**src/rtl/gbfs_ram.sv**
```systemverilog
// Generic single-write, single-read RAM with registered read data.
module gbfs_ram #(
    parameter int WIDTH = 8,
    parameter int DEPTH = 16
) (
    input  logic                     aclk,
    input  logic                     we,
    input  logic [$clog2(DEPTH)-1:0] waddr,
    input  logic [WIDTH-1:0]         wdata,
    input  logic [$clog2(DEPTH)-1:0] raddr,
    output logic [WIDTH-1:0]         rdata
);
    logic [WIDTH-1:0] mem_reg [DEPTH];
    logic [WIDTH-1:0] rdata_reg;

    always_ff @(posedge aclk) begin
        if (we) begin
            mem_reg[waddr] <= wdata;
        end
        rdata_reg <= mem_reg[raddr];
    end

    assign rdata = rdata_reg;

endmodule

```
**config.mk**
```make
export PLATFORM = sky130hd
export DESIGN_NAME = gbfs_ram
export DESIGN_NICKNAME = d
export VERILOG_FILES = /design/src/rtl/gbfs_ram.sv
export SDC_FILE = /design/constraint.sdc
export NUM_CORES = 1
export LEC_CHECK = 0
export BUFFER_PORTS_ARGS = -buffer_cell sky130_fd_sc_hd__buf_2
export CAP_MARGIN = 20
export CORE_ASPECT_RATIO = 1.5
export CORE_MARGIN = 4
export CORE_UTILIZATION = 54
export DETAILED_ROUTE_END_ITERATION = 8
export GPL_TIMING_DRIVEN = 0
export PLACE_DENSITY = 0.83
export SYNTH_ARGS = -nofsm -noshare
export SYNTH_HDL_FRONTEND = slang
export SYNTH_SLANG_ARGS = --single-unit
```
**constraint.sdc**
```tcl
create_clock -name aclk -period 1.8 [get_ports aclk]
set_input_delay 0.36 -clock aclk [delete_from_list [all_inputs] [get_ports aclk]]
set_output_delay 0.36 -clock aclk [all_outputs]
set_load 0.03 [all_outputs]
```
[Yosys cells after proc, flatten, opt, wreduce, memory -nomap -nowiden]
Memory sizes are Yosys's and may differ from the RTL's. A register that Yosys moved wholly into a read port is not among the register bits.
Cells that the tools add are included.
W data, S select, Z words.
Operators by class
  multiplexer cells: 2
Operators by type and width (count)
  $mux W1: 2
Word-level totals
  memories kept: 1
  memory bits (writable): 128
  word-level logic and storage cells: 3
  output and inout bits: 8
  input bits: 18
  register bits after elaboration: 0
Memory list
  mem_reg: depth 16, bits a word 8, rd ports 1, clocked after memory_dff 1, write ports 1, line 13  | logic [WIDTH-1:0] mem_reg [DEPTH];

[Depth between registers and ports, before layout]
Gate-level depths: netlist of the first run.
  depth in word-level cells: 2
  depth in mapped cells: 5
  gate-level depth less buffers: 3

[Least setup slack after synthesis of the first run]
OpenSTA, ideal clock, no wires.
  path type: input to register
  start: in waddr[2]
  end: mem mem_reg[0][0], enable pin
  data required time: 1.417 ns
  path slack: -0.053 ns
  arrival time: 1.470 ns
  cell stages on the path: 2
  buffers on the path: 0
  setup time: 0.383 ns
  cells stage by stage: or3b_2 > nor3_1
RTL lines
  start: declaration: line 8  | input logic [$clog2(DEPTH)-1:0] waddr,
  end: declaration: line 13
No word-level cell before the write port.

[Worst setup path after layout of the first run]
  start: in waddr[2]
  end: mem mem_reg[2][5], enable pin
No word-level cell before the write port.

==> results of run 1 <==
## layout by cell type (no fill, tap or decap), drive strengths merged
cell / synthesis / final
nor2: 13 / 13
nand2: 9 / 9
clkinv: 0 / 6
buf: 7 / 34
and2b: 1 / 1
and2: 1 / 1
nor3: 4 / 4
nand3: 1 / 1
dfxtp: 8 / 8
bufinv: 0 / 3
nand3b: 2 / 2
clkdlybuf4s25: 3 / 3
or3b: 1 / 1
edfxtp: 128 / 128
clkbuf: 0 / 18
nand2b: 2 / 2
a22oi: 16 / 16
nor2b: 1 / 1
clkinvlp: 0 / 4
mux4: 32 / 32
## routing by layer
| layer | part of all wire [%] | vias to the layer above | wire (µm) |
|---|---|---|---|
| li1 | - | 1064 | - |
| met1 | 38 | 1271 | 3850 |
| met2 | 52 | 130 | 5260 |
| met3 | 6.8 | 21 | 694 |
| met4 | 3.3 | 0 | 337 |
| met5 | 0 | - | 0 |
## Yosys cell counts
library cell     number
or3b_2                1
nor3_1                4
nand3b_1              2
nand2b_1              2
buf_4                 1
nand2_1               9
and2_1                1
a22oi_1              16
dfxtp_1               8
and2b_1               1
nor2_1               13
nor2b_1               1
nand3_1               1
mux4_1               14
mux4_2               18
buf_2                 3
buf_6                 3
edfxtp_1            128
clkdlybuf4s25_2       3
## power groups by stage
stage	clock (mW)	combinational, mW	sequential [mW]
global route	3.59	0.403	3.57
global placement	0	0.363	3.62
finish	3.40	0.379	3.56
CTS	3.42	0.382	3.56
floorplan	0	0.180	3.66
detailed placement	0	0.376	3.62
## logic make-up (layout without fill, tap and decap cells)
kind of cell           count (synthesis)  after routing  synth area share (%)
muxes                                 32             32                  15.0
buffers and inverters                 10             68                  1.68
DFF                                  136            136                  77.8
AOI/OAI and AO/OA                     16             16                  2.33
and+or+nand+nor                       35             35                  3.18
## worst max-delay path, delay by kind of cell
family	cells	cell delay [ns]
buf+inv	1	0.11
simple gates	2	1.15
## how the worst max path moves through the flow
stage,startpoint,to,cells past startpoint
after floorplan,waddr[2],mem_reg[3][0],2
after global placement,waddr[2],mem_reg[8][3],3
after detailed placement,waddr[2],mem_reg[2][2],3
after CTS,waddr[2],mem_reg[3][1],3
after global routing,waddr[2],mem_reg[3][2],3
final,waddr[2],mem_reg[2][5],3
## layout make-up
class	instances	area [µm²]	share of cell area (%)
Timing Repair Buffer	27	138	2.29
Buffer	10	86.3	1.44
Multi-Input combinational cell	83	1060	17.7
Clock inverter	13	156	2.60
Tap cell	112	140	2.33
Sequential cell	136	4000	66.6
Clock buffer	18	429	7.13
==> reports/metrics.yaml, run 1 <==
critical_path:
  cp_cell_sequence: "buf_2 -> or3b_2 -> nor2_1"
  worst-path-max-fanout: 8
  r2r_slack_ns: 0.38
  ff2ff_path_depth: 3
  cp.required_ns: 1.84
  critical_path_class: "in2reg"
  end_kind: "register"
  crit_slowest_cell: "nor2_1"
  slowest_delay_ns: 0.62
  worstReg2RegStart: "mem_reg[1][0]"
  r2r_end: "rdata[0]"
  start_kind: "input port"
  worstPathArrival_ns: 1.62
pwr:
  ir_worst_vdd_mv: 0.930
  pwr-share-seq_pct: 48.5
  p_total_mw: 7.34
  pwr-share-clk_pct: 46.3
  pwr-share-comb_pct: 5.2
  internal_power_mw: 5.84
  power.density_mw_per_mm2: 1220
  p_leak_nw: 2.03
  power.share.switching_pct: 20.4
  p_switching_mw: 1.50
clock_network:
  clock-sinks: 136
  cts_setup_buffers: 0
  cts_buffers: 17
  path_clk_slew_ns: 0.06
  cts_tree: "done"
  cts_resized: 0
  cts-root-buf: "clkbuf_16"
  clk_latency_ns: 0.41
  ctsLongestPathBuffers: 2
  htree_levels: 4
  cts-hold-fix-buffers: 0
detailed_routing:
  drt-pass1-iter-count: 5
  drc: 0
  detail_route.iter0.violations: 284
  postRouteAntennaNets: 0
  vias_per_cell: 6.23
  drt_wl_total_um: 10100
  vias: 2486
  wl_per_cell_um: 25.4
die:
  row_count: 43
  ios: 26
  die_w_um: 87.7
  coreArea_mm2: 0.00925
  die_area_mm2: 0.0112
  fp.dieH_um: 128
  start_util_pct: 55.6
status:
  status: "completed"
grt:
  top_usage_layer: "met2"
  gr-total-overflow: 0
  grt_first_pass_wirelength_um: 15500
  gr-usage-met2_pct: 31.1
  grt_pass1_vias: 2487
  grt_max_degree: 17
  grtUsageMet1_pct: 26.5
  antenna_found_initial: 0
  grtUsageMet3_pct: 6.32
  track_usage_pct: 20.5
timing:
  grt_setup_unrepaired: "no"
  fin_hold_ws_ns: 0.343
  tns_ns: 0
  setup_ws_ns: 0.216
  timing.final.crit_share_pct: 88.0
  finalHoldViolCount: 0
  fmax_mhz: 631
  skew_ns: 0.00510
  finalCriticalPeriod_ns: 1.58
  max_slew_margin_pct: 44.4
  tightest_slew_ns: 0.827
  maxSlewViolCount: 0
  finalSetupViolCount: 0
synth:
  ys_types: 19
  syn-cell-area_mm2: 0.00515
  syn_nets: 247
  synth-seq-cells: 136
  syn_inst: 229
  avgSynthCellArea_um2: 22.5
  yosysTopAreaCell: "edfxtp_1"
  seq_area_frac_synth_pct: 77.8
  ys_warn_count: 0
  synthTopCellsByArea: "edfxtp_1 (75%), mux4_2 (7.9%), mux4_1 (7.1%), dfxtp_1 (3.1%), a22oi_1 (2.3%)"
  netlist.area_leader.share_pct: 74.7
final_layout:
  fin_nets: 293
  drive_above_1_share_pct: 30.0
  nFillCells: 614
  largest_register_ffs: 128
  antenna_cells: 0
  fin_util_pct: 65.0
  fin_cells: 399
  finalInstanceArea_mm2: 0.00602
  area_growth_pct: 16.9
placement:
  dp.cells: 368
  dpl_cell_area_mm2: 0.00543
  dp_hpwl_um: 6110
  gp_congestion: 0.866
  dp_slack_ns: -0.249
  port_buffers: 24
run:
  cap_viol_max_count: 0
hold_path:
  min_from: "wdata[4]"
  whs_endpoint: "mem_reg[2][4]"
  hold_path_depth: 1
  hold_class: "in2reg"
No activity file was read; power rests on OpenSTA's default activity.
==> run 2: changes to the inputs <==
Settings changed: MAX_ROUTING_LAYER set to met4.
==> reports/metrics.yaml, run 2 (synthesis results as in run 1) <==
final_layout:
  fin_cells: 399  # unchanged
  nFillCells: 614  # unchanged
  regArea_mm2: 0.00400  # unchanged
  finalInstanceArea_mm2: 0.00602  # unchanged
  antenna_cells: 0  # unchanged
  drive_above_1_share_pct: 30.0  # unchanged
  final_cell_mix: "edfxtp_1 (128), buf_2 (29), mux4_2 (18)"
  largest_register_ffs: 128  # unchanged
  mostFrequentLayoutCell: "edfxtp_1"
  fin_util_pct: 65.0  # unchanged
  fin_nets: 293  # unchanged
  area_growth_pct: 16.9  # unchanged
  multiInputGateArea_mm2: 0.00106  # unchanged
grt:
  gr-total-overflow: 0  # unchanged
  grt_pass1_vias: 2486  # -0.040%
  grt_max_degree: 17  # unchanged
  track_usage_pct: 21.1  # +0.62 points
  grt_first_pass_wirelength_um: 15500  # +0.27%
  antenna_found_initial: 0  # unchanged
detailed_routing:
  wl_per_cell_um: 25.4  # about the same
  postRouteAntennaNets: 0  # unchanged
  drc: 0  # unchanged
  drt-pass1-iter-count: 5  # unchanged
  drt_wl_total_um: 10100  # about the same
  vias: 2500  # +0.56%
  vias_per_cell: 6.27  # +0.56%
  detail_route.iter0.violations: 232  # -18%
critical_path:
  crit_slowest_cell: "nor2_1"
  cp_cell_sequence: "buf_2 -> or3b_2 -> nor2_1"
  worstPathArrival_ns: 1.64  # +0.02 ns
  end_kind: "register"
  cp.required_ns: 1.84  # about the same
  ff2ff_path_depth: 3  # unchanged
  critical_path_class: "in2reg"
  slowest_delay_ns: 0.63  # about the same
  worst-path-max-fanout: 8  # unchanged
  start_kind: "input port"
timing:
  fin_hold_ws_ns: 0.342  # -0.00125 ns
  setup_ws_ns: 0.197  # -0.0194 ns
  skew_ns: 0.00626  # +0.00116 ns
  fmax_mhz: 624  # -1.2%
  finalCriticalPeriod_ns: 1.60  # +0.0194 ns
  maxSlewViolCount: 0  # unchanged
  max_slew_margin_pct: 45.5  # +1.1 points
  finalSetupViolCount: 0  # unchanged
  tightest_slew_ns: 0.811  # -0.0159 ns
  finalHoldViolCount: 0  # unchanged
  timing.final.crit_share_pct: 89.1  # +1.1 points
  grt_setup_unrepaired: "no"
clock_network:
  clock-sinks: 136  # unchanged
  cts_buffers: 17  # unchanged
  cts-hold-fix-buffers: 0  # unchanged
  cts_tree: "done"
  htree_levels: 4  # unchanged
  path_clk_slew_ns: 0.06  # about the same
  cts-root-buf: "clkbuf_16"
  ctsLongestPathBuffers: 2  # unchanged
  cts_setup_buffers: 0  # unchanged
  clk_latency_ns: 0.41  # about the same
  cts_resized: 0  # unchanged
pwr:
  p_leak_nw: 2.03  # unchanged
  power.density_mw_per_mm2: 1220  # about the same
  ir_worst_vdd_mv: 0.927  # -0.24%
placement:
  dp_hpwl_um: 6110  # unchanged
  port_buffers: 24  # unchanged
  gp_congestion: 0.880  # +1.6%
  dp.cells: 368  # unchanged
  dpl_cell_area_mm2: 0.00543  # unchanged
  dp_slack_ns: -0.249  # unchanged
die:
  die_area_mm2: 0.0112  # unchanged
  coreArea_mm2: 0.00925  # unchanged
  fp.dieH_um: 128  # unchanged
  start_util_pct: 55.6  # unchanged
  ios: 26  # unchanged
  die_w_um: 87.7  # unchanged
  row_count: 43  # unchanged
hold_path:
  hold_path_depth: 1  # unchanged
  hold_class: "in2reg"
run:
  cap_viol_max_count: 0  # unchanged
status:
  status: "completed"
## run 2: cell counts in the layout (fill, tap and decap cells not counted)
Identical to the previous run, type by type.
## run 2: metal layers
| layer | wire [µm] | share of wire [%] | global-route usage [%] | vias up |
|---|---|---|---|---|
| li1 | - | - | - | 1061 |
| met1 | 3830 | 38 | 26.6 | 1273 |
| met2 | 5220 | 51 | 31.1 | 143 |
| met3 | 745 | 7.3 | 6.26 | 23 |
| met4 | 355 | 3.5 | 10.9 | 0 |
| met5 | 0 | 0 | - | - |
## run 2: final cells by class
cell class                 instances  share of cell area (%)
sequential                       136                    66.6
multi-input combinational         83                    17.7
clock buffer                      18                    7.13
clock inverter                    13                    2.60
tap                              112                    2.33
timing repair buffer              27                    2.29
buffer                            10                    1.44
## run 2: through the flow
step	power [mW]	setup TNS [ns]
after floorplan	3.84	0
after global placement	3.98	-12.65
after detailed placement	4.00	-7.40
after CTS	7.37	0
after global routing	7.56	0
final	7.33	0
## run 2: worst paths after layout
check	end	slack [ns]	from
setup / recovery	mem_reg[2][5]	0.20	waddr[2]
hold / removal	mem_reg[2][4]	0.34	wdata[4]
setup reg to reg	rdata[0]	0.39	mem_reg[1][0]
hold reg to reg	rdata[0]	0.69	mem_reg[12][0]
## run 2: power breakdown
group | leakage [nW] | internal [mW] | switching [mW]
clock | 0.275 | 2.16 | 1.24
sequential | 1.22 | 3.54 | 0.0190
combinational | 0.532 | 0.142 | 0.237
total | 2.03 | 5.84 | 1.49
## run 2: critical path: cells and delay by family
kind / cells / cell delay, ns
AND/OR/NAND/NOR: 2 / 1.16
buffers and inverters: 1 / 0.11
==> run 3: changes to the inputs <==
==> constraint.sdc (replaced) <==
create_clock -name aclk -period 1.8 [get_ports aclk]
set_input_delay 0.54 -clock aclk [delete_from_list [all_inputs] [get_ports aclk]]
set_output_delay 0.54 -clock aclk [all_outputs]
set_load 0.03 [all_outputs]
==> reports/metrics.yaml, run 3 (synthesis results as in run 1) <==
clock_network:
  cts_buffers: 17  # unchanged
  path_clk_slew_ns: 0.06  # about the same
  cts_tree: "done"
  cts-hold-fix-buffers: 0  # unchanged
  htree_levels: 4  # unchanged
  clk_latency_ns: 0.42  # about the same
  cts_setup_buffers: 0  # unchanged
  ctsLongestPathBuffers: 2  # unchanged
  cts_resized: 0  # unchanged
  cts-root-buf: "clkbuf_16"
  clock-sinks: 136  # unchanged
pwr:
  p_leak_nw: 2.03  # about the same
  ir_worst_vdd_mv: 0.929  # +0.16%
  p_total_mw: 7.34  # about the same
  power.density_mw_per_mm2: 1220  # about the same
final_layout:
  area_growth_pct: 17.0  # about the same
  antenna_cells: 0  # unchanged
  mostFrequentLayoutCell: "edfxtp_1"
  largest_register_ffs: 128  # unchanged
  regArea_mm2: 0.00400  # unchanged
  nFillCells: 615  # +0.16%
  multiInputGateArea_mm2: 0.00107  # +0.47%
  drive_above_1_share_pct: 30.7  # +0.70 points
  fin_nets: 293  # unchanged
  final_cell_mix: "edfxtp_1 (128), buf_2 (29), mux4_2 (18)"
die:
  die_w_um: 87.7  # unchanged
  ios: 26  # unchanged
  row_count: 43  # unchanged
  coreArea_mm2: 0.00925  # unchanged
  die_area_mm2: 0.0112  # unchanged
  fp.dieH_um: 128  # unchanged
  start_util_pct: 55.6  # unchanged
critical_path:
  worstPathArrival_ns: 1.79  # +0.15 ns
  cp.required_ns: 1.84  # about the same
  end_kind: "register"
  cp_cell_sequence: "buf_2 -> or3b_2 -> nor2_1"
  start_kind: "input port"
  crit_slowest_cell: "nor2_1"
  worst-path-max-fanout: 8  # unchanged
  slowest_delay_ns: 0.58  # -0.05 ns
  critical_path_class: "in2reg"
timing:
  timing.final.crit_share_pct: 96.9  # +7.8 points
  skew_ns: 0.00589  # -0.000370 ns
  finalHoldViolCount: 0  # unchanged
  finalSetupViolCount: 0  # unchanged
  grt_setup_unrepaired: "yes"
  max_slew_margin_pct: 44.5  # -1.0 points
  setup_ws_ns: 0.0566  # -0.140 ns
  tightest_slew_ns: 0.826  # +0.0150 ns
  finalCriticalPeriod_ns: 1.74  # +0.140 ns
  maxSlewViolCount: 0  # unchanged
  fmax_mhz: 574  # -8.0%
placement:
  gp_congestion: 0.880  # unchanged
  dp_slack_ns: -0.429  # -0.180 ns
  port_buffers: 24  # unchanged
  dp_hpwl_um: 6110  # unchanged
detailed_routing:
  drt-pass1-iter-count: 5  # unchanged
  postRouteAntennaNets: 0  # unchanged
  drt_wl_total_um: 10200  # +0.47%
  vias_per_cell: 6.27  # about the same
  vias: 2501  # +0.040%
  detail_route.iter0.violations: 241  # +3.9%
  drc: 0  # unchanged
  wl_per_cell_um: 25.6  # +0.47%
status:
  status: "completed"
grt:
  grt_max_degree: 17  # unchanged
  antenna_found_initial: 0  # unchanged
  grt_first_pass_wirelength_um: 15500  # unchanged
  track_usage_pct: 21.1  # unchanged
  gr-total-overflow: 0  # unchanged
  grt_pass1_vias: 2486  # unchanged
run:
  cap_viol_max_count: 0  # unchanged
hold_path:
  hold_class: "in2reg"
## run 3: cell counts in the layout (fill, tap and decap cells not counted)
No cell type changed its count.
## run 3: metal layers
metal,share of wire (%),track usage [%]
met5,0,-
met4,4.0,10.9
met1,38,26.6
met3,7.1,6.26
met2,51,31.1
## run 3: power by group
part | switching, mW | internal (mW)
clock | 1.24 | 2.15
sequential | 0.0191 | 3.54
combinational | 0.238 | 0.142
## run 3: area by class of cell
class	instances	share of cell area, %
plain buffers	10	1.43
clock buffers	18	7.13
well taps	112	2.33
clock inverters	13	2.60
multi-input cells	83	17.7
flip-flops and latches	136	66.5
repair buffers	27	2.29
## run 3: worst paths after layout
check / startpoint / to / slack [ns] / cells past startpoint
worst min register to register: mem_reg[12][0] / rdata[0] / 0.69 / 3
worst max-delay path: waddr[2] / mem_reg[1][5] / 0.06 / 3
worst min-delay path: wdata[4] / mem_reg[2][4] / 0.52 / 1
worst max register to register: mem_reg[1][0] / rdata[0] / 0.39 / 3
## run 3: critical path: cells and delay by family
family | cells | cell delay, ns
simple gates | 2 | 1.13
buf+inv | 1 | 0.11
## run 3: stage by stage
stage	setup TNS [ns]	hold slack (ns)	area, µm²	cells	util [%]
after global routing	-0.0645	0.520	6020	399	65.1
after CTS	0	0.507	6020	399	65.0
after global placement	-29.52	0.668	5410	365	58.5
final	0	0.518	6020	399	65.1
after detailed placement	-23.88	0.683	5430	368	58.7
after floorplan	-0.147	0.629	5150	229	-
