===== src/rtl/gbfs_pkg.sv =====
// Shared types and constants of the grid breadth-first search block.
package gbfs_pkg;

    localparam int CFG_W      = 6;
    localparam int CFG_ADDR_W = 1;
    localparam int KIND_W     = 2;
    localparam int STEP_W     = 11;
    localparam int S_TDATA_W  = 8;
    localparam int M_TDATA_W  = 16;

    localparam logic [CFG_ADDR_W-1:0] REG_ROWS = 1'b0;
    localparam logic [CFG_ADDR_W-1:0] REG_COLS = 1'b1;
    localparam logic [CFG_W-1:0]      SIDE_RESET = 6'd32;

    typedef enum logic [KIND_W-1:0] {
        KIND_OPEN  = 2'd0,
        KIND_WALL  = 2'd1,
        KIND_START = 2'd2,
        KIND_GOAL  = 2'd3
    } cell_kind_t;

    // Neighbor order: up, right, left, down
    typedef enum logic [1:0] {
        DIR_UP    = 2'd0,
        DIR_RIGHT = 2'd1,
        DIR_LEFT  = 2'd2,
        DIR_DOWN  = 2'd3
    } dir_t;

    function automatic dir_t dir_advance(input dir_t d);
        dir_t n;
        case (d)
            DIR_UP:    n = DIR_RIGHT;
            DIR_RIGHT: n = DIR_LEFT;
            DIR_LEFT:  n = DIR_DOWN;
            default:   n = DIR_UP;
        endcase
        return n;
    endfunction

endpackage


===== src/rtl/gbfs_nbr.sv =====
// Neighbor address unit: one add/subtract and edge compare per direction.
module gbfs_nbr #(
    parameter int MAX_SIDE = 32
) (
    input  logic [$clog2(MAX_SIDE*MAX_SIDE)-1:0] cur_idx,
    input  logic [$clog2(MAX_SIDE)-1:0]          cur_row,
    input  logic [$clog2(MAX_SIDE)-1:0]          cur_col,
    input  gbfs_pkg::dir_t                       dir,
    input  logic [gbfs_pkg::CFG_W-1:0]           rows_use,
    input  logic [gbfs_pkg::CFG_W-1:0]           cols_use,
    output logic                                 nb_ok,
    output logic [$clog2(MAX_SIDE*MAX_SIDE)-1:0] nb_idx,
    output logic [$clog2(MAX_SIDE)-1:0]          nb_row,
    output logic [$clog2(MAX_SIDE)-1:0]          nb_col
);
    import gbfs_pkg::*;

    localparam int IDX_W = $clog2(MAX_SIDE*MAX_SIDE);
    localparam int RC_W  = $clog2(MAX_SIDE);
    localparam int CMP_W = ((RC_W > CFG_W) ? RC_W : CFG_W) + 1;

    logic             vertical;
    logic             backward;
    logic [IDX_W-1:0] delta;

    assign vertical = (dir == DIR_UP) || (dir == DIR_DOWN);
    assign backward = (dir == DIR_UP) || (dir == DIR_LEFT);
    assign delta    = vertical ? IDX_W'(cols_use) : IDX_W'(1);
    assign nb_idx   = backward ? (cur_idx - delta) : (cur_idx + delta);

    always_comb begin
        nb_row = cur_row;
        nb_col = cur_col;
        case (dir)
            DIR_UP: begin
                nb_ok  = (cur_row != '0);
                nb_row = cur_row - RC_W'(1);
            end
            DIR_RIGHT: begin
                nb_ok  = (CMP_W'(cur_col) + CMP_W'(1)) < CMP_W'(cols_use);
                nb_col = cur_col + RC_W'(1);
            end
            DIR_LEFT: begin
                nb_ok  = (cur_col != '0);
                nb_col = cur_col - RC_W'(1);
            end
            default: begin
                nb_ok  = (CMP_W'(cur_row) + CMP_W'(1)) < CMP_W'(rows_use);
                nb_row = cur_row + RC_W'(1);
            end
        endcase
    end

endmodule


===== config.mk =====
export PLATFORM = sky130hd
export DESIGN_NAME = gbfs_nbr
export DESIGN_NICKNAME = d
export VERILOG_FILES = /design/src/rtl/gbfs_pkg.sv /design/src/rtl/gbfs_nbr.sv
export SDC_FILE = /design/constraint.sdc
export NUM_CORES = 1
export LEC_CHECK = 0
export BUFFER_PORTS_ARGS = -buffer_cell sky130_fd_sc_hd__buf_2
export CAP_MARGIN = 20
export CORE_MARGIN = 5
export CORE_UTILIZATION = 45
export DETAILED_ROUTE_END_ITERATION = 7
export GPL_TIMING_DRIVEN = 0
export PLACE_DENSITY = 0.85
export SLEW_MARGIN = 20
export SYNTH_ARGS = -nofsm -noshare
export SYNTH_HDL_FRONTEND = slang
export SYNTH_SLANG_ARGS = --single-unit

===== constraint.sdc =====
create_clock -name vclk -period 4.47
set_clock_uncertainty 0.05 [all_clocks]
set_input_delay 0 -clock vclk [all_inputs]
set_output_delay 0 -clock vclk [all_outputs]
set_load 0.05 [all_outputs]

# ---- Word-level counts from Yosys, hierarchy flattened
# Index checks and enable logic that the tools add are counted.
dict set report op_classes {
  addsub 8
  order_cmp 2
  n_eq_ne 3
  muxes 5
  n_reduce_logical 6
}
# operator n
set op_table {}
lappend op_table {{5-bit one-hot mux with 2 select lines} 2}
lappend op_table {{5-bit by 1-bit adder with 6-bit output (second input constant)} 2}
lappend op_table {{6-bit less-than comparator} 2}
lappend op_table {{10-bit by 6-bit adder with 10-bit output} 1}
lappend op_table {{5-bit by 1-bit adder with 5-bit output (second input constant)} 2}
lappend op_table {{10-bit 2-to-1 mux} 1}
lappend op_table {{5-bit nonzero test} 2}
lappend op_table {{10-bit by 6-bit subtractor with 10-bit output} 1}
lappend op_table {{5-bit by 1-bit subtractor with 5-bit output (second input constant)} 2}
lappend op_table {{6-bit 2-to-1 mux} 1}
lappend op_table {{2-bit equality test (second input constant)} 2}
lappend op_table {{1-bit one-hot mux with 3 select lines} 1}
lappend op_table {{2-bit by 1-bit equality test with 1-bit output (second input constant)} 1}
lappend op_table {{2-bit zero test} 1}
lappend op_table {{1-bit logical OR} 2}
lappend op_table {{2-bit OR reduction} 1}
dict set report totals {
  regBits 0
  input_bits 34
  out_inout_bits 21
  word_cells 24
}

# ---- Longest topological paths before layout
# Gate-level depths: netlist of the first run.
dict set report depth {
  word_depth 5
  ltp_mapped 13
  ltp_nobuf 13
}

# ---- Worst setup path before layout of the first run
# OpenSTA, ideal clock, no wires.
dict set report synth_path {
  path_type {input port to output port}
  startpoint {input port dir[0]}
  endpoint {output port nb_idx[9]}
  arrival_ns 2.775
  required_time_ns 4.420
  path_slack_ns 1.645
  cell_stages 11
  n_path_buf 0
  path_cell_list {inv_1 ha_1 nand2b_1 ha_1 a21oi_1 ha_1 nor2b_1 o31a_1 o31ai_1 a21oi_1 xnor2_1}
}
dict set report synth_between {
  elab_chain_len 5
  word_cells_on_any_way 9
  cone_classes {add/sub: 2; eq/ne: 2; mux: 2; reduce/logical: 3}
}
# element line_no
set synth_rtl {}
lappend synth_rtl {{start: declaration} gbfs_nbr.sv:8} ;# input gbfs_pkg::dir_t dir,
lappend synth_rtl {{2-bit equality test / 2-bit zero test (equally long branches)} {gbfs_nbr.sv:26, gbfs_nbr.sv:27}}
lappend synth_rtl {{1-bit logical OR} gbfs_nbr.sv:26} ;# assign vertical = (dir == DIR_UP) || (dir == DIR_DOWN);
lappend synth_rtl {{6-bit 2-to-1 mux} gbfs_nbr.sv:28} ;# assign delta = vertical ? IDX_W'(cols_use) : IDX_W'(1);
lappend synth_rtl {{10-bit by 6-bit adder with 10-bit output / 10-bit by 6-bit subtractor with 10-bit output (equally long branches)} gbfs_nbr.sv:29} ;# assign nb_idx = backward ? (cur_idx - delta) : (cur_idx + delta);
lappend synth_rtl {{10-bit 2-to-1 mux *} gbfs_nbr.sv:29}
lappend synth_rtl {{end: declaration} gbfs_nbr.sv:12} ;# output logic [$clog2(MAX_SIDE*MAX_SIDE)-1:0] nb_idx,
# Mark *: on every way between the ends. The rest lies on a longest branch, timed or not.

# ---- Worst setup path after layout of the first run
# Ends and elaborated chain as after synthesis.

==> results.md, run 1 <==
- Summed over all layers, the routed wires come to 3.31 mm.
- At the worst endpoint, the required time is ~4.4 ns.
- The detail route stage leaves a number of antenna-violating nets equal to 0.
- In the final routed layout, each cell accounts on average for 11.5 um.
- The routed layout has between 1000 and 1500 vias.
- The die extent in x is 65.8 um.
- Once the floorplan was initialized, standard cells occupied 46.3% of the core.
- Of the total power, the share spent switching nets is 68.7%.
- The number of buffers inserted for hold repair after clock tree synthesis is 0.
- The max-cap violation count is 0.
- For this design the ratio of total power to cell area is 257 mW/mm2.
- The fill cell instance count of the final layout is 284.
- The distinct cell type count of the synthesized netlist is 42.
- The floorplan step defined a die boundary enclosing 0.00433 mm2.
- The power after layout is ~0.44 mW.
- The startpoint identified for the worst hold timing path is cur_row[4].
- Cell internal power was estimated by the tool at 0.139 mW.
- The worst-case IR drop observed on VDD is 0.000115 V.
- The path category of the worst min-delay check is in2out.
- The via count of the first global-routing pass came to roughly 1500.
- The area of the placeable core is 0.00303 mm2.
- The clock network is responsible for 0% of the overall power.
- The count of yosys warnings during synthesis is 0.
- The final-report setup violation count is 0.
- The weighted congestion at the end of routability-driven global placement is 0.832.
- The critical path data arrival time is 2.71 ns.
- In this run the worst setup path begins at dir[0].
- The area of the multi-input gates is 0.00130 mm2.
- The net count after synthesis is 260.
- For this run, the post-layout net count is roughly 320.
- The share of the clock period used by the worst path is between 60% and 70%.
- The library cells used most frequently in the layout, excluding fill and tap cells, are sky130_fd_sc_hd__buf_2, sky130_fd_sc_hd__ha_1, sky130_fd_sc_hd__inv_1, sky130_fd_sc_hd__xnor2_1, sky130_fd_sc_hd__nor2_1.
- The floorplan step set the die height to 65.8 um.
- The category of the worst setup path launch point is an input pin.
- Counting every instance in the synthesized netlist gives 189.
- The sequential cells in the finished layout cover a total of 0 um2.
- In this run the worst path has a maximum fanout of 5.
- In the global route stage, overall resource usage came out at about 16%.
- Summed over all nets, the half-perimeter wirelength after detailed placement is 2.94 mm.
- In this run the tool buffered the top-level ports with 55 buffer cells.
- After global routing the overflow that remains totals 0.
- The site row count is 20.
- The number of slew-limit violations in the final report came to 0.
- The layout overhead on the synthesized area is 23.6%.
- The count of cells in the finished layout, fillers not included, comes to around 290.
- Setup repair after global routing left no endpoint under its margin.
- The number of antenna violations at the first check in global routing came to 0.
- The boundary pin count is 55.
- The measured slew at the worst slew-check pin is approximately 0.35 ns.
- The first global-routing pass estimated 5.87 mm of wire.
- Post-CTS timing repair inserted 0 buffers for setup.
- Entering global routing, the biggest net connects 11 pins.
- After detailed placement, the design holds a cell count of 288.
- The synthesized area per cell is 7.41 um2.
- The number of gates resized after CTS is 0.
- The post-route netlist has 27.5% of its cells at a drive strength greater than 1.
- Combinational cells account for between 90% and 100% of the total power.
- The worst slew slack as a fraction of its limit is 76.4%.
- The kind of critical path is in2out.
- The sum of negative setup slack is 0 ns.
- The switching power total is between 0.3 and 0.4 mW.
- Clock buffers in the final layout number 0.
- The leakage dissipation is 0.944 nW.
- Dividing the detail-routed via count by the number of cells gives 5.07.
- The maximum operating frequency is ~0.36 GHz.
- The library cell used most frequently in the layout, excluding fill and tap cells, is sky130_fd_sc_hd__buf_2.
- For this run, design rule violations remaining after detail routing come to 0.
- Per report_power, the sequential group accounts for 0% of the total.
- In this run, the number of DRC markers left after iteration 0 of detailed routing was 70.
- The element type at the critical path end is an output pin.
- The final period demand of the worst path is between 2 and 3 ns.
- The flow ran to the end, and the final reports show no timing, DRC or antenna violations.
- At the end of the flow the core is filled with cells to 57.2%.
- The synthesized netlist occupies a cell area of 0.00140 mm2.
- The worst hold path terminates at nb_row[4].
- The worst hold path cell count is 3.
- The sequential fraction of the synthesis area is 0%.
- The count of TritonRoute iterations in the first routing pass is 4.
- The design has 0 sequential cells.
- 0 antenna diodes ended up in the layout.
- The final hold violation count is 0.
## worst max-delay path, stage by stage
cell and delay [ns]:
sky130_fd_sc_hd__buf_2 0.10, sky130_fd_sc_hd__inv_1 0.06, sky130_fd_sc_hd__ha_1 0.36, sky130_fd_sc_hd__nor3_1 0.32
sky130_fd_sc_hd__a41oi_1 0.18, sky130_fd_sc_hd__a221o_1 0.32, sky130_fd_sc_hd__ha_1 0.35, sky130_fd_sc_hd__a211oi_1 0.27
sky130_fd_sc_hd__nor3b_1 0.08, sky130_fd_sc_hd__nor2_1 0.12, sky130_fd_sc_hd__a21oi_1 0.09, sky130_fd_sc_hd__xnor2_1 0.15
sky130_fd_sc_hd__buf_2 0.28
## worst max-delay path by stage
stage,to,slack (ns),cells past startpoint
global route,nb_idx[9],1.49,13
finish,nb_idx[9],1.71,13
floorplan,nb_idx[9],1.65,11
detailed placement,nb_idx[9],1.71,13
CTS,nb_idx[9],1.70,13
global placement,nb_idx[9],1.73,13
## routing by layer
metal | GRT usage [%] | routed length [um] | vias up
li1 | - | - | 772
met1 | 20.2 | 1440 | 650
met2 | 29.7 | 1670 | 34
met3 | 1.36 | 183 | 3
met4 | 1.55 | 19 | 0
met5 | 0 | 0 | -
## cell families after synthesis
| family | after synthesis | synth area share [%] |
|---|---|---|
| compound gates | 44 | 20.4 |
| xor+xnor | 24 | 15.0 |
| fa+ha+maj | 37 | 34.6 |
| simple gates | 54 | 19.8 |
| buf+inv | 26 | 7.14 |
| mux | 4 | 3.04 |
## per-stage QoR
step           hold slack (ns)  area, um2  setup WS (ns)
6_report                 0.360       1730           1.71
5_1_grt                  0.393       1730           1.49
4_1_cts                  0.359       1730           1.70
3_5_place_dp             0.359       1730           1.71
3_3_place_gp             0.354       1730           1.73
2_1_floorplan            0.218       1400           1.65
## power by group through the flow
| stage | logic [mW] | clock network, mW | registers (mW) |
|---|---|---|---|
| 2_1_floorplan | 0.350 | 0 | 0 |
| 3_3_place_gp | 0.437 | 0 | 0 |
| 5_1_grt | 0.483 | 0 | 0 |
| 6_report | 0.444 | 0 | 0 |
| 3_5_place_dp | 0.447 | 0 | 0 |
| 4_1_cts | 0.448 | 0 | 0 |
## Yosys cell counts
cell	count	share of area (%)
sky130_fd_sc_hd__inv_1	21	5.6
sky130_fd_sc_hd__nor2b_4	1	0.98
sky130_fd_sc_hd__buf_2	2	0.71
sky130_fd_sc_hd__a21boi_1	1	0.54
sky130_fd_sc_hd__and2b_1	1	0.54
sky130_fd_sc_hd__o21ai_2	1	0.63
sky130_fd_sc_hd__a21oi_2	1	0.63
sky130_fd_sc_hd__nand2_1	12	3.2
sky130_fd_sc_hd__o21a_1	2	1.1
sky130_fd_sc_hd__a2bb2oi_1	1	0.63
sky130_fd_sc_hd__nand2b_1	4	1.8
sky130_fd_sc_hd__xnor2_1	15	9.4
sky130_fd_sc_hd__ha_1	34	30
sky130_fd_sc_hd__a41oi_1	1	0.63
sky130_fd_sc_hd__a221o_1	1	0.71
sky130_fd_sc_hd__xor2_1	9	5.6
sky130_fd_sc_hd__nand4_1	1	0.45
sky130_fd_sc_hd__o21bai_1	1	0.54
sky130_fd_sc_hd__nor3b_1	1	0.54
sky130_fd_sc_hd__a21oi_1	9	3.2
sky130_fd_sc_hd__mux2i_1	2	1.4
sky130_fd_sc_hd__o31a_1	1	0.63
sky130_fd_sc_hd__nor2b_1	2	0.89
sky130_fd_sc_hd__o21ai_1	7	2.5
sky130_fd_sc_hd__a31oi_1	2	0.89
sky130_fd_sc_hd__nor4b_1	2	1.3
sky130_fd_sc_hd__inv_2	3	0.80
sky130_fd_sc_hd__nand3_1	6	2.1
sky130_fd_sc_hd__o22ai_1	1	0.45
sky130_fd_sc_hd__a211oi_2	1	0.89
sky130_fd_sc_hd__and3b_1	1	0.63
sky130_fd_sc_hd__nor2_1	14	3.7
sky130_fd_sc_hd__o21ai_0	6	2.1
sky130_fd_sc_hd__o31ai_1	2	1.1
sky130_fd_sc_hd__a21o_1	5	2.7
sky130_fd_sc_hd__fa_1	3	4.3
sky130_fd_sc_hd__nor2_2	1	0.45
sky130_fd_sc_hd__mux2_2	2	1.6
sky130_fd_sc_hd__a211oi_1	1	0.54
sky130_fd_sc_hd__nor4_1	1	0.45
sky130_fd_sc_hd__nor3_1	6	2.1
sky130_fd_sc_hd__or3b_1	1	0.63
## layout make-up
class	count	area share [%]
Multi-Input combinational cell	163	75.1
Tap cell	44	3.18
Timing Repair Buffer	55	15.9
Buffer	2	0.578
Inverter	24	5.20
(Power assumes the default switching activity.)
==> inputs of run 2 (changes only) <==
--- a/config.mk
+++ b/config.mk
@@ -5,13 +5,14 @@
 export SDC_FILE = /design/constraint.sdc
 export NUM_CORES = 1
 export LEC_CHECK = 0
+export ABC_AREA = 1
 export BUFFER_PORTS_ARGS = -buffer_cell sky130_fd_sc_hd__buf_2
 export CAP_MARGIN = 20
 export CORE_MARGIN = 5
 export CORE_UTILIZATION = 45
 export DETAILED_ROUTE_END_ITERATION = 7
 export GPL_TIMING_DRIVEN = 0
-export PLACE_DENSITY = 0.85
+export PLACE_DENSITY = 0.83
 export SLEW_MARGIN = 20
 export SYNTH_ARGS = -nofsm -noshare
 export SYNTH_HDL_FRONTEND = slang
==> constraint.sdc (replaced) <==
create_clock -name vclk -period 2.8
set_clock_uncertainty 0.05 [all_clocks]
set_input_delay 0 -clock vclk [all_inputs]
set_output_delay 0 -clock vclk [all_outputs]
set_load 0.05 [all_outputs]
==> run 2 against run 1 <==
Synthesized cell count is 42% higher. Combinational power grew 72%. Highest routed layer unchanged. Utilization grew 1.8 points. Critical path type unchanged. Wire length up 14%. Largest cell class unchanged.
==> results.md, run 2 <==
- At the pin with the least slew margin, the transition time is 0.324 ns.
- In this run, flip-flops and latches consume 0% of the power.
- The area of the die is 0.00481 mm2.
- Setup violations remaining at the end of the flow were counted as 0.
- The largest stage delay on the critical path is 0.30 ns.
- Setup repair after global routing left no endpoint under its margin.
- The element type at the critical path end is an output pin.
- The internal power of the cells totals 0.229 mW.
- The tightest min-delay check is of the in2out type.
- The cell accounting for the most synthesized area is sky130_fd_sc_hd__ha_1.
- The maximum operating frequency is 0.391 GHz.
- The total length of routed met3 wires is 179 um.
- After detailed routing, the wire length on met1 is between 1.5 and 2 mm.
- The number of buffers and inverters on the critical path is 8.
- Summing every instance area after synthesis gives 0.00159 mm2.
- At the end of routability-driven placement, the weighted congestion stood at 0.822.
- During placement, the flow inserted port buffers numbering 55.
- The worst slew slack as a fraction of its limit is between 70% and 80%.
- The run finished with clean final reports.
- The global router's overall resource usage is 15.9%.
- 0 antenna diodes ended up in the layout.
- The overall via count from detail_route is 1766.
- After floorplanning, the core was sized to cover 0.00336 mm2.
- The critical path data arrival time is 2.50 ns.
- The share of total power dissipated in the clock network is 0%.
- In the routed layout, each cell is associated on average with a via count of 4.76.
- Detailed placement ended at an HPWL of 3.30 mm.
- The sequential fraction of the synthesis area is 0%.
- The die is 69.4 um wide.
- The signal on the critical path passes through buf_2 > inv_2 > ha_4 > inv_2 > buf_6 > nand2_1 > ha_1 > inv_1 > nor2_1 > a21oi_2 > xor2_1 > inv_1 > ha_4 > nand2_1 > inv_1 > nand2_1 > nand2_1 > nand2_1 > nand3_1 > nand3_1 > nand2_1 > buf_6.
- The number of antenna violations at the first check in global routing is 0.
- The via count of the first global-routing pass is roughly 1900.
- The power after layout is around 0.76 mW.
- The cell family contributing the most delay on the critical path is buffers and inverters.
- The cell repeated most along the worst path is sky130_fd_sc_hd__nand2_1.
- The pin count of the biggest net entering global routing is 11.
- The floorplan has 21 rows.
- STA puts the critical path data required time at roughly 2.8 ns.
- The net count of the finished layout is 398.
- The sum of met2 wire segment lengths after detailed routing is 1.94 mm.
- The fraction of layout cells with a size suffix above 1 is between 20% and 30%.
- The max-cap violation count is 0.
- After synthesis, the largest area contributor takes up 26.8% of total cell area.
- The synthesized area per cell is 5.89 um2.
- The highest metal layer carrying signal wires in the routed design is met4.
- The sum of negative setup slack is 0 ns.
- In this run the power spent charging and discharging nets is 0.534 mW.
- The distinct cell type count of the synthesized netlist is 28.
- Yosys attributes the largest share of cell area to sky130_fd_sc_hd__ha_1, sky130_fd_sc_hd__nand2_1, sky130_fd_sc_hd__inv_1.
- 55 I/O pins were placed.
- The terminating pin of the worst hold path is nb_row[0].
- The slowest stage of the critical path is the sky130_fd_sc_hd__ha_4 cell.
- After layout, the minimum clock period comes to 2.55 ns.
- The post-detailed-route count of antenna-violating nets is 0.
- The first detailed-routing pass took 4 iterations.
- In this run the most critical hold path is launched from cur_row[0].
- The fill cell instance count of the final layout is 356.
- The category of the worst setup path launch point is an input pin.
- The sum of routed wire length over all layers is 3.77 mm.
- The flip-flop and latch count is 0.
- The number of slew-limit violations in the final report is 0.
- Leaving out fill and tap cells, the most frequent cell in the layout is sky130_fd_sc_hd__nand2_1.
- In the final layout, flip-flops and latches occupy 0 um2.
- For this run the aggregate overflow at the end of global routing stands at 0.
- The per-cell routed wire length is 10.2 um.
- The final hold violation count came to 0.
- By count the netlist is led by sky130_fd_sc_hd__nand2_1, sky130_fd_sc_hd__inv_1, sky130_fd_sc_hd__ha_1.
- The layout has 0 clock buffers.
- Counting every instance in the synthesized netlist gives roughly 270.
- The worst hold path cell count is 3.
- The detailed router finished its first iteration with 57 violations.
- In this run, the combinational gates consume 100.0% of the power.
- The share of the clock period used by the worst path is 91.2%.
- For this run, design rule violations remaining after detail routing come to 0.
- The first global-routing pass estimated 6.93 mm of wire.
- After detailed placement, the design holds a cell count of 370.
- The finished layout holds 371 standard cells, fillers aside.
- Yosys printed 0 warnings.
- In the post-synthesis netlist, the cell with the most instances is sky130_fd_sc_hd__nand2_1.
- IR analysis of the VDD net gives a maximum drop of 0.000277 V.
- Hold timing on the final database bottoms out at a slack of a little under 0.4 ns.
- The starting utilization of the core area is a little under half.
- The layout overhead on the synthesized area is 25.1%.
- The leakage dissipation is 1.24 nW.
- In the layout the commonest cells are sky130_fd_sc_hd__nand2_1, sky130_fd_sc_hd__buf_2, sky130_fd_sc_hd__inv_1, sky130_fd_sc_hd__ha_1, sky130_fd_sc_hd__nand3_1.
- The worst setup path is of the in2out kind.
- The number of nets handed over by synthesis was 340.
- The power density relative to cell area is between 300 and 400 mW/mm2.
- The switching share of total power is 70.0%.
- The height of the chip is between 60 and 70 um.
- In this run the worst path has a maximum fanout of 10.
==> run 2: cell types whose count changed in the layout (fill, tap and decap cells not counted), moves of 5 or more <==
cell / delta
sky130_fd_sc_hd__inv_1: +29
sky130_fd_sc_hd__inv_2: +6
sky130_fd_sc_hd__nand2_1: +58
sky130_fd_sc_hd__nand3_1: +13
sky130_fd_sc_hd__nor3_1: -5
sky130_fd_sc_hd__xnor2_1: -12
sky130_fd_sc_hd__xor2_1: +5
==> run 2: layout make-up <==
| type | instances | area [um2] | share of cell area, % |
|---|---|---|---|
| Buffer | 2 | 16.3 | 0.820 |
| Inverter | 60 | 225 | 11.4 |
| Tap cell | 46 | 57.6 | 2.90 |
| Multi-Input combinational cell | 207 | 1390 | 70.2 |
| Timing Repair Buffer | 56 | 292 | 14.7 |
==> run 2: what timing repair did <==
item / in CTS / in global routing
endpoints found under the setup margin: 3 / 5
hold endpoints to repair: 0 / 0
hold buffers: 0 / 0
resized for setup: 6 / 6
setup buffers: 0 / 1
==> run 2: power groups by stage <==
stage	Sequential, mW	Clock, mW	Combinational, mW
final	0	0	0.763
after global routing	0	0	0.839
after CTS	0	0	0.755
after detailed placement	0	0	0.734
after global placement	0	0	0.721
after floorplan	0	0	0.574
==> run 2: logic make-up after synthesis <==
| logic type | Yosys count | synth area share [%] |
|---|---|---|
| simple gates | 120 | 33.0 |
| buf+inv | 62 | 14.8 |
| compound gates | 32 | 11.6 |
| fa+ha+maj | 37 | 30.6 |
| xor+xnor | 18 | 9.95 |
==> run 2: layer usage <==
metal	up-vias	global-route usage, %
met5	-	0
met3	2	1.16
met4	0	1.52
li1	959	-
met2	38	32.4
met1	767	18.1
==> run 2: metrics by stage <==
stage	area (um2)	worst slack (ns)	utilization, %
after global placement	1930	-0.158	57.3
after global routing	1980	0.00271	59.0
after floorplan	1590	0.126	-
after detailed placement	1930	-0.201	57.3
after CTS	1950	0.0181	58.0
final	1980	0.245	59.0
==> run 2: worst max path at each step <==
| stage | startpoint | end | slack [ns] | cells past startpoint |
|---|---|---|---|---|
| floorplan | dir[0] | nb_idx[5] | 0.13 | 16 |
| global placement | dir[0] | nb_idx[5] | -0.16 | 18 |
| detailed placement | dir[0] | nb_idx[5] | -0.20 | 18 |
| CTS | dir[0] | nb_idx[9] | 0.02 | 22 |
| global route | dir[0] | nb_idx[9] | 0.003 | 22 |
| finish | dir[0] | nb_idx[9] | 0.25 | 22 |
==> inputs of run 3 (changes only) <==
==> constraint.sdc (replaced) <==
create_clock -name vclk -period 3.1
set_clock_uncertainty 0.05 [all_clocks]
set_input_delay 0 -clock vclk [all_inputs]
set_output_delay 0 -clock vclk [all_outputs]
set_load 0.05 [all_outputs]
==> run 3 against run 2 <==
Flip-flop and latch count unchanged. Cell count is 0.27% lower. Critical endpoint is now nb_idx[5]. Global-route usage decreased by 0.44 points. Critical path depth decreased by 2. Die area stayed put. Count of clock-buffer cells in the layout did not move.
==> results.md, run 3 (synthesized netlist as in run 2, its figures left out) <==
- The run finished with clean final reports.
- In this run, the clock network consumes 0% of the power.
- The critical path is of the in2out type.
- Summed over all cells, the static leakage comes to about 1.2 nW.
- The post-detailed-route DRC marker count is 0.
- Gates resized during post-CTS repair numbered 0.
- 55 I/O pins were placed.
- The sum of routed wire length over all layers is approximately 3.7 mm.
- The die extent in x is about 69 um.
- Once the clock tree was built, the setup fixing pass inserted 0 buffers.
- The starting utilization of the core area is roughly 47%.
- The count of cells in the finished layout, fillers not included, comes to 370.
- The number of antenna violations at the first check in global routing is 0.
- Setup repair after global routing left no endpoint under its margin.
- The worst voltage drop across the vdd grid is about 0.00023 V.
- The remaining global-route overflow is 0.
- The worst setup path is captured at an output pin.
- There are 0 flip-flops and latches.
- The area of the die is 0.00481 mm2.
- Once placement finished, the instance area stood at 0.00192 mm2.
- The antenna diode count is 0.
- In this run, post-CTS hold repair placed 0 buffers.
- Summing all non-filler instances in the final layout gives an area of approximately 0.0019 mm2.
- The power share of the combinational group is 100.0%.
- In this run the tightest slew margin relative to its limit is 76.4%.
- Input and output buffers added on the ports amount to 55.
- The switching share of total power is 71.3%.
- In this run the power density over the cells is 342 mW/mm2.
- The via count of the first global-routing pass was between 1500 and 2000.
- The register cell area after layout is 0 um2.
- The share of the core filled with cells is 57.3%.
- The final hold violation count came to 0.
- Global routing consumed, over all layers together, between 10% and 20% of the routing resources.
- The filler cells instantiated in the layout total 364.
- The library cells used most frequently in the layout, excluding fill and tap cells, are sky130_fd_sc_hd__nand2_1, sky130_fd_sc_hd__buf_2, sky130_fd_sc_hd__inv_1, sky130_fd_sc_hd__ha_1, sky130_fd_sc_hd__nand3_1.
- The number of slew-limit violations in the final report came to 0.
- The total number of nets in the final design is 397.
- Across all setup checks in the final design, the least slack found is between 0.2 and 0.25 ns.
- The area of the multi-input gates is roughly 0.0014 mm2.
- Measured along the y axis, the die boundary spans slightly below 70 um.
- The most critical setup path has its startpoint at dir[0].
- The per-cell routed wire length is between 9 and 10 um.
- After the first detailed-routing iteration, the DRC count stood at 69.
- The sum of net half-perimeters after detailed placement is about 3.3 mm.
- The switching power total is 0.471 mW.
- The required arrival time at the worst endpoint is 3.05 ns.
- The post-detailed-route count of antenna-violating nets is 0.
- The share of the clock period used by the worst path is 92.4%.
- The first global-routing pass estimated 6.75 mm of wire.
- The final-report setup violation count is 0.
- The post-route netlist has 22.2% of its cells at a drive strength greater than 1.
- The slowest stage of the critical path is the sky130_fd_sc_hd__ha_1 cell.
- The maximum operating frequency is 0.349 GHz.
- The signal on the critical path passes through buf_2 > inv_1 > ha_1 > inv_2 > buf_4 > nand2_1 > ha_1 > inv_1 > nor2_1 > a21oi_1 > xor2_1 > inv_1 > ha_2 > nand2_1 > inv_1 > nand2_1 > nand2_1 > a21oi_1 > xor2_1 > buf_2.
- The area of the placeable core is between 0.003 and 0.004 mm2.
- The largest stage delay on the critical path is 0.33 ns.
- The count of clock-net buffers in the final layout is 0.
- The tool flagged a number of max-cap violations equal to 0.
- Adding up every negative setup slack in the final design gives 0 ns.
- The measured slew at the worst slew-check pin is 0.354 ns.
- The maximum fanout count along the critical path is 10.
- The critical path data arrival time is 2.81 ns.
- The cell family contributing the most delay on the critical path is buffers and inverters.
- The layout overhead on the synthesized area is 21.6%.
- The source of the worst hold timing path is cur_row[0].
- For this run, the detailed router's first-pass iteration total came to 4.
- The floorplan has 21 rows.
- In this run, flip-flops and latches consume 0% of the power.
- The category of the worst setup path launch point is an input pin.
- The pin count of the biggest net entering global routing is 11.
- The overall via count from detail_route is 1753.
- The internal power component is 0.189 mW.
- Leaving out fill and tap cells, the most frequent cell in the layout is sky130_fd_sc_hd__nand2_1.
- Including well taps, the total number of placed cells is 370.
- In the routed layout, each cell is associated on average with a via count of between 4 and 5.
- The min-delay analysis places its worst path in the category in2out.
- The buffers plus inverters on the worst setup path is 8.
- The worst setup slack before clock tree synthesis is 0.158 ns.
- The worst path needs 2.86 ns of the cycle, external delays included.
- The weighted congestion at the end of routability-driven global placement is 0.829.
run 3: per-layer routing:
layer	up-vias	GRT usage [%]	wire [um]
li1	954	-	-
met1	759	18.2	1690
met2	40	30.4	1770
met3	0	2.17	228
met4	0	0.651	0
met5	-	0	0
run 3: final timing paths:
| kind | end | slack (ns) | depth (start not counted) |
|---|---|---|---|
| max | nb_idx[5] | 0.24 | 20 |
| min | nb_row[0] | 0.39 | 3 |
run 3: power groups by stage:
stage / registers (mW) / clock network (mW) / logic (mW)
2_1_floorplan: 0 / 0 / 0.514
3_3_place_gp: 0 / 0 / 0.648
3_5_place_dp: 0 / 0 / 0.657
4_1_cts: 0 / 0 / 0.660
5_1_grt: 0 / 0 / 0.723
6_report: 0 / 0 / 0.660
run 3: area by class of cell:
cell class,count,area share (%)
multi-input cells,207,70.3
well taps,46,2.99
inverters,60,11.7
repair buffers,55,14.4
plain buffers,2,0.649
run 3: tightest hold or removal path, cell delays in order:
cell and delay [ns]:
sky130_fd_sc_hd__buf_2 0.15, sky130_fd_sc_hd__xnor2_1 0.08, sky130_fd_sc_hd__buf_2 0.21
run 3: metrics by stage:
stage / hold slack [ns] / total power, mW
after CTS: 0.389 / 0.660
after global placement: 0.373 / 0.648
after detailed placement: 0.383 / 0.657
final: 0.386 / 0.660
after floorplan: 0.218 / 0.514
after global routing: 0.418 / 0.723
